$ cat src/rtl/h2df_pkg.sv
// ----------------------------------------------------------------------------
// h2df_pkg
// shared types and constants for the http/2 frame deframer
// ----------------------------------------------------------------------------
package h2df_pkg;

  // field widths
  localparam int unsigned LenW    = 24;
  localparam int unsigned SidW    = 31;
  localparam int unsigned HdrBufN = 8;
  localparam int unsigned HdrCntW = 4;

  // register reset value
  localparam logic [LenW-1:0] MaxPayloadReset = 24'd16384;

  // http/1 reply signature as seen through a frame header ("HTTP/")
  localparam logic [LenW-1:0] Http1Len   = 24'h485454;
  localparam logic [7:0]      Http1Type  = 8'h50;
  localparam logic [7:0]      Http1Flags = 8'h2F;

  // input item kinds
  typedef enum logic {
    ACT_BYTE = 1'b0,
    ACT_END  = 1'b1
  } action_t;

  // result item kinds
  typedef enum logic [1:0] {
    KIND_HEADER  = 2'd0,
    KIND_PAYLOAD = 2'd1,
    KIND_END     = 2'd2
  } kind_t;

  // result status codes
  typedef enum logic [1:0] {
    ST_OK       = 2'd0,
    ST_SIZE_ERR = 2'd1,
    ST_PROTO    = 2'd2
  } status_t;

  // one result word
  typedef struct packed {
    kind_t           kind;
    logic [7:0]      payload_byte;
    logic [LenW-1:0] frm_len;
    logic [7:0]      frm_type;
    logic [7:0]      frame_flags;
    logic [SidW-1:0] frm_sid;
    status_t         status;
    logic            last_of_frame;
  } result_t;

endpackage

$ cat src/rtl/http2_frame_deframer_core.sv
// ----------------------------------------------------------------------------
// http2_frame_deframer_core
// http/2 frame header parser and payload pass-through
// ----------------------------------------------------------------------------
// an accepted word is held in the input register, its result in the result register
// throughput: one input word per cycle while results drain, set by the input and
// result registers; a word that yields no result still passes the parse stage
// reset: synchronous rst clears valid flags, frame state and the halt flag
// and loads max_payload with 16384; the header store is not cleared
// ----------------------------------------------------------------------------
module http2_frame_deframer_core (
  input  logic        clk,
  input  logic        rst,
  // configuration write: max_payload
  input  logic        cfg_valid,
  output logic        cfg_ready,
  input  logic [23:0] cfg_data,
  // input stream
  input  logic        s_axis_tvalid,
  output logic        s_axis_tready,
  input  logic [7:0]  s_axis_tdata,  // [7:0] data_byte
  input  logic        s_axis_tuser,  // [0] action
  // result stream
  output logic        m_axis_tvalid,
  input  logic        m_axis_tready,
  // [7:0] payload_byte, [31:8] frm_len, [39:32] frm_type,
  // [47:40] frame_flags, [78:48] frm_sid, [80:79] status, [87:81] zero
  output logic [87:0] m_axis_tdata,
  output logic [1:0]  m_axis_tuser,  // [1:0] kind
  output logic        m_axis_tlast   // last_of_frame
);
  import h2df_pkg::*;

  logic       item_valid;
  action_t    item_action;
  logic [7:0] item_data;
  logic       out_free;
  logic       fire;
  logic       res_valid;
  result_t    res;
  result_t    out_res;

  // register always takes writes
  assign cfg_ready = 1'b1;

  // held word moves on when the result register has room
  assign fire = item_valid && out_free;

  h2df_in_reg u_in_reg (
    .clk           (clk),
    .rst           (rst),
    .s_axis_tvalid (s_axis_tvalid),
    .s_axis_tready (s_axis_tready),
    .s_axis_tdata  (s_axis_tdata),
    .s_axis_tuser  (s_axis_tuser),
    .advance       (out_free),
    .item_valid    (item_valid),
    .item_action   (item_action),
    .item_data     (item_data)
  );

  h2df_parse u_parse (
    .clk         (clk),
    .rst         (rst),
    .cfg_valid   (cfg_valid),
    .cfg_data    (cfg_data),
    .fire        (fire),
    .item_action (item_action),
    .item_data   (item_data),
    .res_valid   (res_valid),
    .res         (res)
  );

  h2df_out_reg u_out_reg (
    .clk       (clk),
    .rst       (rst),
    .res_valid (res_valid),
    .res       (res),
    .out_free  (out_free),
    .out_valid (m_axis_tvalid),
    .out_ready (m_axis_tready),
    .out_res   (out_res)
  );

  // pack result fields onto the stream
  assign m_axis_tdata = {7'b0, out_res.status, out_res.frm_sid, out_res.frame_flags,
                         out_res.frm_type, out_res.frm_len, out_res.payload_byte};
  assign m_axis_tuser = out_res.kind;
  assign m_axis_tlast = out_res.last_of_frame;

endmodule

$ cat src/rtl/h2df_in_reg.sv
// ----------------------------------------------------------------------------
// h2df_in_reg
// input register stage; takes a new word whenever the parser can advance
// ----------------------------------------------------------------------------
module h2df_in_reg (
  input  logic              clk,
  input  logic              rst,
  input  logic              s_axis_tvalid,
  output logic              s_axis_tready,
  input  logic [7:0]        s_axis_tdata,
  input  logic              s_axis_tuser,
  input  logic              advance,
  output logic              item_valid,
  output h2df_pkg::action_t item_action,
  output logic [7:0]        item_data
);
  import h2df_pkg::*;

  logic item_valid_next;

  // free when empty or when the held word moves on this cycle
  assign s_axis_tready = !item_valid || advance;

  // valid flag
  always_comb begin
    item_valid_next = item_valid;
    if (s_axis_tvalid && s_axis_tready) begin
      item_valid_next = 1'b1;
    end else if (advance) begin
      item_valid_next = 1'b0;
    end
  end

  always_ff @(posedge clk) begin
    if (rst) begin
      item_valid <= 1'b0;
    end else begin
      item_valid <= item_valid_next;
    end
  end

  // payload, no reset
  always_ff @(posedge clk) begin
    if (s_axis_tvalid && s_axis_tready) begin
      item_action <= action_t'(s_axis_tuser);
      item_data   <= s_axis_tdata;
    end
  end

endmodule

$ cat src/rtl/h2df_parse.sv
// ----------------------------------------------------------------------------
// h2df_parse
// frame state and single-pass parse of one word into at most one result
// ----------------------------------------------------------------------------
module h2df_parse (
  input  logic                             clk,
  input  logic                             rst,
  input  logic                             cfg_valid,
  input  logic [h2df_pkg::LenW-1:0]        cfg_data,
  input  logic                             fire,
  input  h2df_pkg::action_t                item_action,
  input  logic [7:0]                       item_data,
  output logic                             res_valid,
  output h2df_pkg::result_t                res
);
  import h2df_pkg::*;

  logic [LenW-1:0]    max_payload;
  logic [7:0]         header_store [HdrBufN];
  logic [HdrCntW-1:0] header_count;
  logic [HdrCntW-1:0] header_count_next;
  logic [LenW-1:0]    bytes_left;
  logic [LenW-1:0]    bytes_left_next;
  logic               in_payload;
  logic               in_payload_next;
  logic               halted;
  logic               halted_next;
  logic               store_we;
  logic [LenW-1:0]    left_dec;
  logic [LenW-1:0]    hdr_len;
  logic [SidW-1:0]    hdr_sid;
  logic               http1_sig;

  // header fields from the stored bytes plus the ninth byte
  assign hdr_len   = {header_store[0], header_store[1], header_store[2]};
  assign hdr_sid   = {header_store[5][6:0], header_store[6], header_store[7], item_data};
  assign http1_sig = (hdr_len == Http1Len) && (header_store[3] == Http1Type) &&
                     (header_store[4] == Http1Flags);
  assign left_dec  = bytes_left - LenW'(1);

  // next state and result
  always_comb begin
    header_count_next = header_count;
    bytes_left_next   = bytes_left;
    in_payload_next   = in_payload;
    halted_next       = halted;
    store_we          = 1'b0;
    res_valid         = 1'b0;
    res               = '0;
    if (fire && !halted) begin
      if (item_action == ACT_END) begin
        // end of input: clean at a frame boundary, truncation otherwise
        res_valid = 1'b1;
        res.kind  = KIND_END;
        if (in_payload || (header_count != '0)) begin
          halted_next = 1'b1;
          res.status  = ST_SIZE_ERR;
        end else begin
          res.status = ST_OK;
        end
      end else if (in_payload) begin
        // payload byte passes through
        bytes_left_next   = left_dec;
        in_payload_next   = (left_dec != '0);
        res_valid         = 1'b1;
        res.kind          = KIND_PAYLOAD;
        res.payload_byte  = item_data;
        res.status        = ST_OK;
        res.last_of_frame = (left_dec == '0);
      end else if (header_count < HdrCntW'(HdrBufN)) begin
        // gather header bytes
        store_we          = 1'b1;
        header_count_next = header_count + HdrCntW'(1);
      end else begin
        // ninth header byte completes the header
        header_count_next = '0;
        res_valid         = 1'b1;
        res.frm_len       = hdr_len;
        res.frm_type      = header_store[3];
        res.frame_flags   = header_store[4];
        res.frm_sid       = hdr_sid;
        if (hdr_len > max_payload) begin
          halted_next = 1'b1;
          res.kind    = KIND_END;
          res.status  = http1_sig ? ST_PROTO : ST_SIZE_ERR;
        end else begin
          bytes_left_next   = hdr_len;
          in_payload_next   = (hdr_len != '0);
          res.kind          = KIND_HEADER;
          res.status        = ST_OK;
          res.last_of_frame = (hdr_len == '0);
        end
      end
    end
  end

  // control state
  always_ff @(posedge clk) begin
    if (rst) begin
      max_payload  <= MaxPayloadReset;
      header_count <= '0;
      bytes_left   <= '0;
      in_payload   <= 1'b0;
      halted       <= 1'b0;
    end else begin
      if (cfg_valid) begin
        max_payload <= cfg_data;
      end
      header_count <= header_count_next;
      bytes_left   <= bytes_left_next;
      in_payload   <= in_payload_next;
      halted       <= halted_next;
    end
  end

  // header byte store, written in arrival order
  always_ff @(posedge clk) begin
    if (store_we) begin
      header_store[header_count[$clog2(HdrBufN)-1:0]] <= item_data;
    end
  end

endmodule

$ cat src/rtl/h2df_out_reg.sv
// ----------------------------------------------------------------------------
// h2df_out_reg
// result register toward the master side
// ----------------------------------------------------------------------------
module h2df_out_reg (
  input  logic              clk,
  input  logic              rst,
  input  logic              res_valid,
  input  h2df_pkg::result_t res,
  output logic              out_free,
  output logic              out_valid,
  input  logic              out_ready,
  output h2df_pkg::result_t out_res
);
  import h2df_pkg::*;

  logic out_valid_next;

  // room for a new result when empty or being drained
  assign out_free = !out_valid || out_ready;

  // valid flag
  always_comb begin
    out_valid_next = out_valid;
    if (out_free) begin
      out_valid_next = res_valid;
    end
  end

  always_ff @(posedge clk) begin
    if (rst) begin
      out_valid <= 1'b0;
    end else begin
      out_valid <= out_valid_next;
    end
  end

  // payload, no reset
  always_ff @(posedge clk) begin
    if (out_free && res_valid) begin
      out_res <= res;
    end
  end

endmodule
$ cat config.mk
export PLATFORM = sky130hd
export DESIGN_NAME = http2_frame_deframer_core
export DESIGN_NICKNAME = d
export VERILOG_FILES = /design/src/rtl/h2df_pkg.sv /design/src/rtl/http2_frame_deframer_core.sv /design/src/rtl/h2df_in_reg.sv /design/src/rtl/h2df_parse.sv /design/src/rtl/h2df_out_reg.sv
export SDC_FILE = /design/constraint.sdc
export NUM_CORES = 1
export LEC_CHECK = 0
export ABC_AREA = 1
export BUFFER_PORTS_ARGS = -buffer_cell sky130_fd_sc_hd__buf_4
export CORE_MARGIN = 2
export CORE_UTILIZATION = 35
export CTS_CLUSTER_SIZE = 10
export DETAILED_ROUTE_END_ITERATION = 12
export SYNTH_ARGS = -nofsm -noshare
export SYNTH_HDL_FRONTEND = slang
export SYNTH_SLANG_ARGS = --single-unit
$ cat constraint.sdc
create_clock -name clk -period 10.85 [get_ports clk]
set_input_delay 2.17 -clock clk [delete_from_list [all_inputs] [get_ports clk]]
set_output_delay 2.17 -clock clk [all_outputs]
set_load 0.02 [all_outputs]
# Word-level counts from Yosys, hierarchy flattened
# Memory sizes are Yosys's and may differ from the RTL's. A register that Yosys moved wholly into a read port is not among the register bits.
# Index checks and enable logic that the tools add are counted.
[classes]
n_addsub = 2
mul = 0
n_div = 0
magnitude_cmp = 2
eq_ne = 8
n_shift = 0
mux = 35
bitwise_logic = 3
n_reduce_logical = 26
[op_table]
columns = ["op", "n"]
rows = [
  ["two-way mux 24 bit", 3],
  ["logical NOT 24 bit", 2],
  ["nonzero test 24 bit", 2],
  ["equality test 24 x 23 -> 1 bit, second input constant", 1],
  ["greater-than comparator 24 bit", 1],
  ["subtractor 24 x 1 -> 24 bit, second input constant", 1],
  ["two-way mux 1 bit", 22],
  ["two-way mux 2 bit", 7],
  ["equality test 8 x 6 -> 1 bit, second input constant", 1],
  ["equality test 8 x 7 -> 1 bit, second input constant", 1],
  ["logical AND 1 bit", 6],
  ["two-way mux 3 bit", 2],
  ["inequality test 2 x 1 -> 1 bit, second input constant", 3],
  ["AND reduction 5 bit", 1],
  ["adder 4 x 1 -> 4 bit, second input constant", 1],
  ["< comparator 4 bit, second input constant", 1],
  ["two-way mux 4 bit", 1],
  ["inequality test 2 bit, second input constant", 2],
  ["AND reduction 4 bit", 1],
  ["nonzero test 2 bit", 2],
  ["nonzero test 4 bit", 1],
  ["OR reduction 4 bit", 1],
  ["logical NOT 1 bit", 3],
  ["logical OR 1 bit", 3],
  ["5 further kinds", 7],
]
[word_totals]
reg_bits = 149
latchBits = 0
ram_bits = 64
rom_bits = 0
inputBits = 38
out_inout_bits = 94
memories = 1
[mem_list]
columns = ["name", "depth", "width", "read_ports", "rd_clocked_by_memory_dff", "wr", "line", "source"]
rows = [
  ["u_parse.header_store", 8, 8, 8, 3, 1, "h2df_parse.sv:19", "logic [7:0] header_store [HdrBufN];"],
]

# Longest topological paths before layout
# An unclocked memory read counts as a cell.
[depth]
depth_word = 9
depth_mapped = 16

# Modules after synthesis
# Synthesis repeated with hierarchy kept, for this count alone.
[unflattened]
cells_unflattened = 953
area_unflattened_um2 = 9349.0
[by_module_without_submodules]
columns = ["mod", "n_inst", "cells_each", "area_per_inst_um2", "seq_area_each_um2"]
rows = [
  ["h2df_parse", 1, 836, 6386.1, 2972.9],
  ["h2df_out_reg", 1, 90, 2570.0, 2542.4],
  ["h2df_in_reg", 1, 15, 317.8, 290.3],
  ["http2_frame_deframer_core", 1, 12, 75.1, 0.0],
]

# Least setup slack after synthesis
# Ideal clock, no wire load.
[synth_timing]
path_kind = "input port to flip-flop"
startpoint = "input port m_axis_tready"
endpoint = "register, netlist name m_axis_tdata[40]"
arrival_ps = 6625
required_ps = 10294
setup_slack_ps = 3669
path_stages = 6
n_path_buf = 0
cell_sequence = "inv_1 > nand2_1 > nand2_1 > nor2_4 > inv_1 > a21oi_1"
[synth_via]
elab_chain_len = 5
[synth_lines]
columns = ["item", "line", "source"]
rows = [
  ["start: declaration", "http2_frame_deframer_core.sv:25", "input logic m_axis_tready,"],
  ["logical OR 1 bit *", "h2df_out_reg.sv:20", "assign out_free = !out_valid || out_ready;"],
  ["logical AND 1 bit", "http2_frame_deframer_core.sv:47", "assign fire = item_valid && out_free;"],
  ["logical AND 1 bit", "h2df_parse.sv:50", "if (fire && !halted) begin"],
  ["two-way mux 1 bit", "h2df_parse.sv:50", ""],
  ["logical AND 1 bit *", "h2df_out_reg.sv:40", "if (out_free && res_valid) begin"],
]
# Mark *: on every way between the ends. The rest lies on a longest branch, timed or not.
# A chain may end at the register's enable or synchronous reset.

# Final worst setup path
[layout_timing]
startpoint = "input port m_axis_tready"
endpoint = "output port s_axis_tready"
[layout_via]
elab_chain_len = 2
[layout_lines]
columns = ["item", "line", "source"]
rows = [
  ["logical OR 1 bit", "h2df_out_reg.sv:20", ""],
  ["logical OR 1 bit", "h2df_in_reg.sv:22", "assign s_axis_tready = !item_valid || advance;"],
  ["end: declaration", "http2_frame_deframer_core.sv:20", "output logic s_axis_tready,"],
]
# Every way passes these cells.

==> impl_metrics.csv <==
group,metric,value,unit
cts,postCtsHoldBufs,0,
timing,rsz0062_at_grt,"no",
route,drt_iter0_drc,592,
final_layout,nNetsFinal,1162,
synth,synth-edff-count,156,
global_routing,use_met1,0.2405,
route,route.antenna.remaining_nets,0,
global_routing,grt_pass1_wl,35840,microns
timing,worst_slack,5.994,ns
final_layout,layout.cells.non_filler,1455,
final_layout,final-seq-area,5806,sq um
cts,cts.clk_slew.worst_paths,0.06,ns
global_routing,groute.layer.met2.usage,0.2365,
placement,pre_cts_slack,6.001,ns
cts,cts_root_buf,"clkbuf_16",
synth,ys.flop_type,"edfxtp_1",
critical_path,start_kind,"primary input",
placement,dp_hpwl,16270,microns
route,finalWirelength,22980,microns
cts,ctsResizeCount,0,
global_routing,grt_util_met3,0.02759,
timing,fin_tns_setup,0,ns
run_status,status,"finished, final reports clean",
final_layout,multi_input_area,2990,sq um
floorplanning,start_util,0.3548,
timing,timing.hold.ws,0.4606,ns
route,routedWlPerCell,15.79,microns
synth,synth_top_cell_by_area,"edfxtp_1",
critical_path,cp.required,8.68,ns
final_layout,antennaDiodeCount,0,
hold_path,hold_class,"reg -> reg",
timing,skew,0.008630,ns
cts,h-tree-depth,1,
timing,finalSetupViolations,0,
critical_path,arrival,2.69,ns
floorplanning,dieArea,28580,sq um
timing,hold_violations,0,
floorplanning,die_height,169.1,microns
synth,syn_area,9535,sq um
route,vias,6867,
route,drtPass1Iterations,5,
cts,cts_setup_buffers,0,
critical_path,path_class,"in -> out",
synth,ys_warn_count,0,
cts,cts.sinks,212,
cts,cts_tree,"done",
synth,netlist.area_leader.share,0.4913,
critical_path,critPathMaxFanout,3,
floorplanning,num_io_pins,132,
timing,worstMarginPinSlew,1.246,ns
route,drc,0,
global_routing,grt_max_degree,84,
global_routing,grt_pass1_vias,6500,
synth,yosysMostFrequentCell,"nor2_1",
global_routing,overflow,0,
cts,worstSkewPairLatency,0.51,ns
global_routing,grt-busiest-layer,"met1",
synth,async_flop_share,0,
global_routing,grt_usage,0.1603,
job,cap_violations,0,
critical_path,path_buf_inv,4,
critical_path,end_kind,"output port",
synth,seq_area_frac_synth,0.6088,
placement,dp.cells,1410,
synth,synth_cells,977,
floorplanning,die_x,169.1,microns
critical_path,max_stage_delay,0.17,ns
synth,synth_area_leaders,"edfxtp_1 49%, dfxtp_1 12%, nor2_1 6.2%",
timing,period_share,0.4476,
critical_path,crit_path_cell_trace,"buf_4 > inv_1 > nand2_1 > inv_1 > nand2_1 > buf_4",
timing,min_period,4.856,ns
placement,routabilityCongestion,0.8959,
synth,yosys_register_bits,212,
cts,cts_made_buffers,25,
global_routing,antenna_found_initial,0,
synth,yosysUniqueCellTypes,38,
synth,synth.avg_cell_area,9.760,sq um
floorplanning,coreArea,26880,sq um
power_and_ir_drop,p_per_area,150.1,nW/um^2
timing,slew_headroom,0.1632,
final_layout,drive_above_1_share,0.1795,
cts,clock_path_buffers,3,
floorplanning,rows,60,
route,drt-vias-per-instance,4.720,
power_and_ir_drop,cellLeakagePower,4.987,nW
timing,slew_violations,0,
final_layout,nFillCells,2666,
timing,max_freq,0.2059,GHz
critical_path,slowest_stage,"buf_4",
placement,io_buffers,123,
synth,synthTopCellsByCount,"158 x nor2_1, 156 x edfxtp_1, 151 x nand2_1, 140 x inv_1, 56 x dfxtp_1",
final_layout,areaGrowthSynthToFinish,19.83,%
power_and_ir_drop,ir_worst_vdd,83.37,uV
critical_path,cp_top_family,"buffers and inverters",
## routing by layer
layer / share of wire / vias to the layer above
met1: 0.48 / 3158
met3: 0.071 / 39
met2: 0.43 / 235
met5: 0 / -
met4: 0.028 / 0
li1: - / 3435
## power breakdown
group | internal [W] | switching [W] | total (W) | leakage [nW]
logic | 0.0000309 | 0.0000513 | 0.0000822 | 2.74
clock network | 0.000430 | 0.000304 | 0.000734 | 0.334
registers | 0.000886 | 0.0000127 | 0.000899 | 1.91
## per-stage QoR
| stage | util | total power [W] | instance area [sq um] |
|---|---|---|---|
| final | 0.4251 | 0.001715 | 11430 |
| after global routing | 0.4251 | 0.001773 | 11430 |
| after CTS | 0.4251 | 0.001732 | 11430 |
| after detailed placement | 0.3990 | 0.0009994 | 10720 |
| after global placement | 0.3990 | 0.0009977 | 10720 |
| after floorplan | - | 0.0009620 | 9558 |
## final cells by class
type,count,share of cell area
sequential,212,0.5081
timing repair buffer,128,0.08410
inverter,144,0.04731
multi-input combinational,585,0.2617
clock buffer,44,0.06099
tap,341,0.03734
clock inverter,1,0.0004380
## cell usage in the layout, fill, tap and decap left out, types with 2 or more instances in the layout
master | synthesis | final
conb_1 | 2 | 8
inv_1 | 140 | 140
a21oi_2 | 20 | 20
clkbuf_16 | 0 | 25
edfxtp_1 | 156 | 156
clkbuf_1 | 22 | 19
inv_2 | 3 | 3
dfxtp_1 | 56 | 56
nor3_1 | 18 | 18
nand2_1 | 151 | 151
buf_4 | 8 | 128
ha_1 | 28 | 28
nand3b_1 | 5 | 5
nand3_1 | 46 | 45
xor2_1 | 6 | 6
o21ai_0 | 50 | 50
o21bai_1 | 2 | 2
a21oi_1 | 45 | 44
nand4_1 | 16 | 16
nand3_2 | 1 | 2
nor2_2 | 6 | 6
nor2_4 | 5 | 5
nor2_1 | 158 | 158
nand2_2 | 6 | 6
nor4_1 | 4 | 4
o21a_1 | 2 | 2
## worst reg2reg max path, stage by stage, from the launching register on
cell and delay (ns):
edfxtp_1 0.52, ha_1 0.37, nand2_2 0.07, nor2_4 0.12, nand4_2 0.08, nor2_1 0.09, nand2_1 0.07, nand3_2 0.11
nand2_2 0.10, nand2_2 0.82, nand3_1 0.20, nand2_1 0.11, nor2_1 0.05
## cell families (layout without fill, tap and decap cells)
group	after synthesis	count (layout)	share of synthesized area
AOI/OAI and AO/OA	123	123	0.07414
xor gates and xnor gates	6	6	0.005511
adders and majority gates	28	28	0.03674
buffers and inverters	186	317	0.08162
DFF	212	212	0.6088
other	2	8	0.0007876
and+or+nand+nor	420	420	0.1924
## registers in the layout (all words and copies together), names as in the netlist
name	count
u_in_reg.item_valid	1
u_out_reg.out_valid	1
u_out_reg.out_res	53
u_in_reg.item_action	1
u_in_reg.item_data	8
u_parse.header_store	63
u_parse.halted	1
u_parse.bytes_left	24
u_parse.max_payload	24
u_parse.in_payload	1
u_parse.header_count	4
m_axis_tdata	31
## path summary, 6_finish.rpt
kind                                                  from                endpoint  slack [ns]  cells after the start
worst min-delay path                u_parse.max_payload[4]  u_parse.max_payload[4]        0.46                      2
worst max register to register  u_parse.header_store[1][7]   u_parse.bytes_left[4]        8.01                     12
worst max-delay path                         m_axis_tready           s_axis_tready        5.99                      6
worst min register to register      u_parse.max_payload[4]  u_parse.max_payload[4]        0.46                      2
Note: power is estimated with default switching activity, not from simulation.
